===== src/hdl/kmsc_pkg.sv =====
package kmsc_pkg;

  // Matrix geometry
  localparam int unsigned ROWS    = 6;
  localparam int unsigned COLUMNS = 9;
  localparam int unsigned ROW_W   = 3;
  localparam int unsigned COL_W   = 4;
  localparam int unsigned KEY_W   = 7;

  // Named keycodes that appear in the matrix
  localparam logic [KEY_W-1:0] KEY_F1      = 7'd59;
  localparam logic [KEY_W-1:0] KEY_SPC     = 7'd57;
  localparam logic [KEY_W-1:0] KEY_RETURN  = 7'd28;
  localparam logic [KEY_W-1:0] KEY_TAB     = 7'd15;
  localparam logic [KEY_W-1:0] KEY_SOLIDUS = 7'd53;

  // Keycode for each row and column
  localparam logic [KEY_W-1:0] KEY_TABLE [ROWS][COLUMNS] = '{
    '{KEY_F1, 7'd60, 7'd61, 7'd62, 7'd63, 7'd64, 7'd65, 7'd66, 7'd67},
    '{7'd2, 7'd3, 7'd4, 7'd5, 7'd6, 7'd7, 7'd8, 7'd9, 7'd10},
    '{7'd16, 7'd17, 7'd18, 7'd19, 7'd20, 7'd21, 7'd22, 7'd23, 7'd24},
    '{7'd30, 7'd31, 7'd32, 7'd33, 7'd34, 7'd35, 7'd36, 7'd37, 7'd38},
    '{7'd44, 7'd45, 7'd46, 7'd47, 7'd48, 7'd49, 7'd50, KEY_TAB, KEY_RETURN},
    '{KEY_SPC, 7'd42, 7'd54, 7'd29, 7'd56, 7'd43, 7'd51, 7'd52, KEY_SOLIDUS}
  };

  // One column reading after comparison with the stored one
  typedef struct packed {
    logic [ROWS-1:0]    diff;
    logic [ROWS-1:0]    now;
    logic [COL_W-1:0]   col;
    logic [COLUMNS-1:0] strobe;
  } scan_item_t;

endpackage


===== src/hdl/kmsc_scan.sv =====
module kmsc_scan
  import kmsc_pkg::*;
(
  input  logic            clk_i,
  input  logic            rst_ni,
  input  logic            accept_i,
  input  logic [ROWS-1:0] row_sense_i,
  output scan_item_t      item_o
);

  logic [ROWS-1:0]  readings_q [COLUMNS];
  logic [COL_W-1:0] col_q;
  logic [COL_W-1:0] col_next;

  // Wrap the column after the last one
  assign col_next = (col_q == COL_W'(COLUMNS - 1)) ? '0 : col_q + COL_W'(1);

  // Compare the reading with the stored one for this column
  always_comb begin
    item_o.now    = row_sense_i;
    item_o.diff   = row_sense_i ^ readings_q[col_q];
    item_o.col    = col_q;
    item_o.strobe = ~(COLUMNS'(1) << col_next);
  end

  // Store the reading and advance the column on each transfer
  always_ff @(posedge clk_i or negedge rst_ni) begin
    if (!rst_ni) begin
      for (int c = 0; c < COLUMNS; c++) readings_q[c] <= '1;
      col_q <= '0;
    end else if (accept_i) begin
      readings_q[col_q] <= row_sense_i;
      col_q             <= col_next;
    end
  end

  a_col_range: assert property (@(posedge clk_i) disable iff (!rst_ni)
    col_q < COL_W'(COLUMNS))
    else $error("column index out of range");

  a_col_advance: assert property (@(posedge clk_i) disable iff (!rst_ni)
    accept_i |=> col_q == ($past(col_q) == COL_W'(COLUMNS - 1) ? '0 : $past(col_q) + 1'b1))
    else $error("column did not advance on transfer");

  a_strobe_onecold: assert property (@(posedge clk_i) disable iff (!rst_ni)
    $countones(~item_o.strobe) == 1)
    else $error("column strobe must have exactly one bit cleared");

  a_reading_stored: assert property (@(posedge clk_i) disable iff (!rst_ni)
    accept_i |=> readings_q[$past(col_q)] == $past(row_sense_i))
    else $error("reading not stored for scanned column");

endmodule


===== src/hdl/kmsc_emit.sv =====
module kmsc_emit
  import kmsc_pkg::*;
(
  input  logic               clk_i,
  input  logic               rst_ni,
  input  logic               in_valid_i,
  output logic               in_stall_o,
  output logic               accept_o,
  input  scan_item_t         item_i,
  output logic               out_valid_o,
  input  logic               out_stall_i,
  output logic               event_valid_o,
  output logic [KEY_W-1:0]   keycode_o,
  output logic               pressed_o,
  output logic [ROW_W-1:0]   key_row_o,
  output logic [COL_W-1:0]   key_column_o,
  output logic [COLUMNS-1:0] column_strobe_o,
  output logic               last_o
);

  logic       pend_valid_q;
  scan_item_t pend_q;
  logic       out_valid_q;

  logic            out_free;
  logic            advance;
  logic            has_event;
  logic [ROW_W-1:0] sel_row;
  logic [ROWS-1:0]  rest;
  logic            pend_last;

  // Pick the lowest changed row
  always_comb begin
    sel_row = '0;
    for (int r = ROWS - 1; r >= 0; r--) begin
      if (pend_q.diff[r]) sel_row = ROW_W'(r);
    end
  end

  assign has_event = |pend_q.diff;
  assign rest      = pend_q.diff & ~(ROWS'(1) << sel_row);
  assign pend_last = (rest == '0);

  // Handshake: move one result whenever the output register is free
  assign out_free   = !out_valid_q || !out_stall_i;
  assign advance    = pend_valid_q && out_free;
  assign in_stall_o = pend_valid_q && !(advance && pend_last);
  assign accept_o   = in_valid_i && !in_stall_o;

  // Hold the item being split into events
  always_ff @(posedge clk_i or negedge rst_ni) begin
    if (!rst_ni) begin
      pend_valid_q <= 1'b0;
    end else if (accept_o) begin
      pend_valid_q <= 1'b1;
    end else if (advance && pend_last) begin
      pend_valid_q <= 1'b0;
    end
  end

  always_ff @(posedge clk_i) begin
    if (accept_o) begin
      pend_q <= item_i;
    end else if (advance) begin
      pend_q.diff <= rest;
    end
  end

  // Result register
  always_ff @(posedge clk_i or negedge rst_ni) begin
    if (!rst_ni) begin
      out_valid_q <= 1'b0;
    end else if (advance) begin
      out_valid_q <= 1'b1;
    end else if (!out_stall_i) begin
      out_valid_q <= 1'b0;
    end
  end

  always_ff @(posedge clk_i) begin
    if (advance) begin
      event_valid_o   <= has_event;
      keycode_o       <= has_event ? KEY_TABLE[sel_row][pend_q.col] : '0;
      pressed_o       <= has_event & ~pend_q.now[sel_row];
      key_row_o       <= has_event ? sel_row : '0;
      key_column_o    <= pend_q.col;
      column_strobe_o <= pend_q.strobe;
      last_o          <= pend_last;
    end
  end

  assign out_valid_o = out_valid_q;

  a_idle_is_last: assert property (@(posedge clk_i) disable iff (!rst_ni)
    out_valid_q && !event_valid_o |-> last_o)
    else $error("no-change result must be the last one");

  a_mask_shrinks: assert property (@(posedge clk_i) disable iff (!rst_ni)
    advance && !pend_last && !accept_o |=>
      $countones(pend_q.diff) == $countones($past(pend_q.diff)) - 1)
    else $error("pending change mask did not lose one row");

  a_accept_frees: assert property (@(posedge clk_i) disable iff (!rst_ni)
    accept_o && pend_valid_q |-> advance && pend_last)
    else $error("new item taken over unfinished events");

endmodule


===== src/hdl/key_matrix_scan_change_events_unit.sv =====
// Key matrix scanner, 6 rows by 9 columns, with per-column change events.
//
// Drive column_strobe_o (active low) onto the matrix, wait for the rows to
// settle, then transfer the active-low row reading on row_sense_i with
// in_valid_i. Each transfer is compared with the last reading of the same
// column; one result is produced for each changed row, lowest row first,
// carrying the keycode and a pressed flag. An unchanged column yields a
// single result with event_valid_o low. last_o marks the final result of
// each input transfer; column_strobe_o on it selects the next column.
//
// The input transfer is held in a pending register, and each result is
// registered in the single result register before it moves out. Results
// leave at one result per cycle while out_stall_i is low, one per changed
// row and at least one per item. The next item is taken in the cycle its
// predecessor's last result enters the result register. A valid result
// holds while out_stall_i is high, and in_stall_o stays high while an item
// still has results waiting to move. Reset marks every key released and
// selects column 0; the result outputs carry no strobe until the first
// result, so drive column 0 first after reset.
module key_matrix_scan_change_events_unit
  import kmsc_pkg::*;
(
  input  logic               clk_i,
  input  logic               rst_ni,
  input  logic               in_valid_i,
  output logic               in_stall_o,
  input  logic [ROWS-1:0]    row_sense_i,
  output logic               out_valid_o,
  input  logic               out_stall_i,
  output logic               event_valid_o,
  output logic [KEY_W-1:0]   keycode_o,
  output logic               pressed_o,
  output logic [ROW_W-1:0]   key_row_o,
  output logic [COL_W-1:0]   key_column_o,
  output logic [COLUMNS-1:0] column_strobe_o,
  output logic               last_o
);

  logic       accept;
  scan_item_t item;

  // Column state and comparison
  kmsc_scan u_scan (
    .clk_i       (clk_i),
    .rst_ni      (rst_ni),
    .accept_i    (accept),
    .row_sense_i (row_sense_i),
    .item_o      (item)
  );

  // Event splitting and result register
  kmsc_emit u_emit (
    .clk_i           (clk_i),
    .rst_ni          (rst_ni),
    .in_valid_i      (in_valid_i),
    .in_stall_o      (in_stall_o),
    .accept_o        (accept),
    .item_i          (item),
    .out_valid_o     (out_valid_o),
    .out_stall_i     (out_stall_i),
    .event_valid_o   (event_valid_o),
    .keycode_o       (keycode_o),
    .pressed_o       (pressed_o),
    .key_row_o       (key_row_o),
    .key_column_o    (key_column_o),
    .column_strobe_o (column_strobe_o),
    .last_o          (last_o)
  );

endmodule


===== config.mk =====
export PLATFORM = sky130hd
export DESIGN_NAME = key_matrix_scan_change_events_unit
export DESIGN_NICKNAME = d
export VERILOG_FILES = /design/src/hdl/kmsc_pkg.sv /design/src/hdl/kmsc_scan.sv /design/src/hdl/kmsc_emit.sv /design/src/hdl/key_matrix_scan_change_events_unit.sv
export SDC_FILE = /design/constraint.sdc
export NUM_CORES = 1
export LEC_CHECK = 0
export BUFFER_PORTS_ARGS = -buffer_cell sky130_fd_sc_hd__clkbuf_2
export CAP_MARGIN = 20
export CELL_PAD_IN_SITES_DETAIL_PLACEMENT = 1
export CELL_PAD_IN_SITES_GLOBAL_PLACEMENT = 1
export CORE_UTILIZATION = 35
export DETAILED_ROUTE_END_ITERATION = 7
export GPL_ROUTABILITY_DRIVEN = 0
export GPL_TIMING_DRIVEN = 0
export PLACE_DENSITY_LB_ADDON = 0.15
export REMOVE_ABC_BUFFERS = 1
export SLEW_MARGIN = 20
export SYNTH_ARGS = -nofsm -noshare
export SYNTH_HDL_FRONTEND = slang
export SYNTH_SLANG_ARGS = --single-unit

===== constraint.sdc =====
create_clock -name clk_i -period 7.35 [get_ports clk_i]
set_input_delay 0.3675 -clock clk_i [delete_from_list [all_inputs] [get_ports clk_i]]
set_output_delay 0.3675 -clock clk_i [all_outputs]
set_load 0.005 [all_outputs]

==> impl_metrics.ini <==
[die]
fp-row-count = 46
floorplan.die_area_mm2 = 0.0172
ios = 38
chipWidth_um = 131
die_height_um = 131
start_util = 0.363
core_region_area_mm2 = 0.0161

[critical_path]
timing.rr.end = u_scan.readings_q[26]$_DFFE_PN1P_
critPathSlowestCell = sky130_fd_sc_hd__edfxtp_1
timing_worst_setup_path_type = reg -> reg
worst_setup_path_endpoint = u_scan.readings_q[26]$_DFFE_PN1P_
crit_arrival_ns = 4.09
crit_path_cell_trace = nand2b_1 > a21oi_1 > nor2_1 > nor2_1 > inv_2 > ha_1 > inv_1 > a21oi_1 > a41o_4 > and3_1 > mux2_4
worst-endpoint-required_ns = 7.63
critical_path.max_fanout = 45
setup.reg_to_reg.worst_slack_ns = 3.54
worst_path_largest_cell_delay_ns = 0.63
worstSetupStartpointType = flip-flop
endpoint_kind = flip-flop
r2r-start = u_emit.pend_q[23]$_DFFE_PP_
worst-r2r-cell-count = 11
critPathLaunch = u_emit.pend_q[23]$_DFFE_PP_

[clock_tree]
resize_count_post_cts = 0
clock_path_buffers = 2
clockRootBuffer = sky130_fd_sc_hd__clkbuf_16
cts.sink_count = 111
worstSkewPairLatency_ns = 0.35
cts_inserted_buffers = 9
cts.htree.levels = 3
clk_transition_reported_paths_ns = 0.08
cts_tree = built

[final_layout]
fillers = 1732
utilization = 0.400
antenna-diode-count = 0
design.final.nets = 496
layout.area.seq_mm2 = 0.00310
area_of_combinational_cells_with_multiple_inputs_mm2 = 0.00247
layout-drive-gt1-share = 0.394
area_growth_pct = 10.0

[min_path]
holdCritPathClass = in -> reg

[power]
leakage_nw = 2.45
powerDensity_mw_per_mm2 = 370
switching_power_of_the_nets_mw = 0.879
power.clock.fraction = 0.193
worst_ir_drop_vdd_uv = 153
sw_frac_of_total = 0.370
power_report.internal_total_mw = 1.50
pwr-share-comb = 0.360
sequential_fraction_of_design_power = 0.448
total_power_mw = 2.38

[synthesis]
postSynthRegisterBits = 111
syn_area_per_cell_um2 = 12.7
number_of_distinct_library_cells_after_synthesis = 63
synth_top_cells_by_area = sky130_fd_sc_hd__edfxtp_1 26%, sky130_fd_sc_hd__dfstp_2 24%, sky130_fd_sc_hd__mux2_4 9.5%
synth_top_area_frac = 0.263
postSynthCellCount = 458
post_synthesis_cell_area_mm2 = 0.00583
synth_ff_type = sky130_fd_sc_hd__dfstp_2
top_count_cell_post_synth = sky130_fd_sc_hd__dfstp_2
yosysWarnings = 0
seq_area_frac_synth = 0.532
synth.largest_area_cell = sky130_fd_sc_hd__edfxtp_1
number_of_enable_type_register_cells_in_the_synthesized_netlist = 51
async_flop_share = 0.541
synth_commonest_cells = 54 x sky130_fd_sc_hd__dfstp_2, 51 x sky130_fd_sc_hd__edfxtp_1, 37 x sky130_fd_sc_hd__mux2_4

[grt]
pin_count_of_the_biggest_net_entering_global_routing = 51
first_global_vias = 3798
grt_remaining_overflow = 0
grt_use_total = 0.169
grt_pass1_wl_um = 21600
grt_antenna_before_repair = 0

[placement]
buffer_ports.inserted = 37
post-dp-hpwl_um = 8910

[drt]
post_detailed_routing_wire_length_um = 13100
remaining_drc_errors = 0
drtAntennaViolNets = 0
viasPerCell = 5.26
routed-via-count = 3659
dr.first_iter.drc_count = 242
detail_route.first_pass.iterations = 4
wl_per_cell_um = 18.9

[sta]
max-slew-margin-rel = 0.371
timing.setup.tns_ns = 0
worst_pin_slew_ns = 0.933
achievable-frequency_mhz = 262
grt_setup_unrepaired = false
post-route-period-util = 0.518
period_needed_ns = 3.81
final-setup-viol-count = 0
report.final.hold_viol_count = 0
hold_slack_ns = 0.256
finClkSkew_ns = 0.0103
slew_viol_final = 0

[status]
status = finished, final reports clean

[run]
cap_violations = 0
-- cells in the final DEF, fill, tap and decap left out, drive strengths merged, types with 3 or more instances in the layout --
master and count:
ha 11, nor2 25, mux4 4, o211ai 4, nand2 32, nand2b 6
dfstp 54, nand3 9, clkinv 3, clkbuf 47, a21oi 21, nor3 6
nand4 5, mux2 61, mux2i 13, o22ai 6, inv 19, a211oi 4
or2 4, o221ai 4, a221o 8, nor2b 7, edfxtp 51, dfrtp 6
o21ai 20, and3 7
-- flip-flops by register name, summed over array words and instances, names as in the netlist --
signal and count:
u_scan.readings_q 54, u_scan.col_q 4, u_emit.pend_q 25, u_emit.event_valid_o 1, u_emit.pend_valid_q 1, u_emit.key_row_o 3
u_emit.out_valid_o 1, u_emit.keycode_o 7, u_emit.pressed_o 1, u_emit.last_o 1, u_emit.key_column_o 4, u_emit.column_strobe_o 9
-- cell type report --
class | count | share of cell area
Timing Repair Buffer | 40 | 0.0363
Sequential cell | 111 | 0.484
Clock buffer | 10 | 0.0357
Tap cell | 216 | 0.0421
Inverter | 17 | 0.00994
Multi-Input combinational cell | 296 | 0.386
Clock inverter | 6 | 0.00682
-- power groups by stage --
| stage | clock (mW) | combinational (mW) | sequential, mW |
|---|---|---|---|
| after floorplan | 0 | 0.615 | 1.02 |
| after CTS | 0.480 | 0.865 | 1.07 |
| after detailed placement | 0 | 0.859 | 1.08 |
| final | 0.458 | 0.855 | 1.06 |
| after global routing | 0.502 | 0.959 | 1.09 |
| after global placement | 0 | 0.848 | 1.07 |
-- through the flow --
step	worst slack (ns)	cells	area [µm²]
floorplan	4.30	424	5630
global placement	3.09	677	6090
detailed placement	3.54	679	6130
CTS	3.51	696	6420
global route	3.26	696	6420
finish	3.54	696	6420
-- per-layer routing --
| metal | routed length [µm] | share of wire | track usage | up-vias |
|---|---|---|---|---|
| met5 | 0 | 0 | 0 | - |
| met2 | 6160 | 0.47 | 0.263 | 73 |
| li1 | - | - | - | 1741 |
| met3 | 367 | 0.028 | 0.0284 | 17 |
| met1 | 6380 | 0.49 | 0.236 | 1828 |
| met4 | 217 | 0.017 | 0.0609 | 0 |
-- how the worst min path moves through the flow --
stage	from	to	slack [ns]	depth (start not counted)
floorplan	rst_ni	u_emit.out_valid_o$_DFFE_PN0P_	0.07	0
global placement	u_emit.pend_q[8]$_DFFE_PP_	u_emit.column_strobe_o[8]$_DFFE_PP_	0.41	0
detailed placement	rst_ni	u_emit.pend_valid_q$_DFFE_PN0P_	0.25	1
CTS	in_valid_i	u_emit.pend_valid_q$_DFFE_PN0P_	0.24	2
global route	in_valid_i	u_emit.pend_valid_q$_DFFE_PN0P_	0.26	2
finish	in_valid_i	u_emit.pend_valid_q$_DFFE_PN0P_	0.26	2
-- cells by family (layout without fill, tap and decap cells) --
logic type      count (synthesis)  after routing  synth area share
buf+inv                        51             73            0.0453
xor+xnor                        4              4           0.00601
compound gates                 92             92             0.112
flops                         111            111             0.532
fa+ha+maj                      11             11            0.0236
mux                            78             78             0.179
simple gates                  111            111             0.102
-- worst max-delay path, delay by kind of cell, from the launching register on --
kind,cells,cell delay [ns]
multiplexers,1,0.34
AO/OA/AOI/OAI,3,0.99
adder cells (fa/ha/maj),1,0.39
AND/OR/NAND/NOR,4,1.04
flip-flops,1,0.63
buffers and inverters,2,0.30
-- what timing repair did --
action | CTS | global route
buffers inserted | 0 | 0
endpoints found under the hold margin | 2 | 0
hold buffers | 1 | 0
Power figures use the tool's default switching activity.
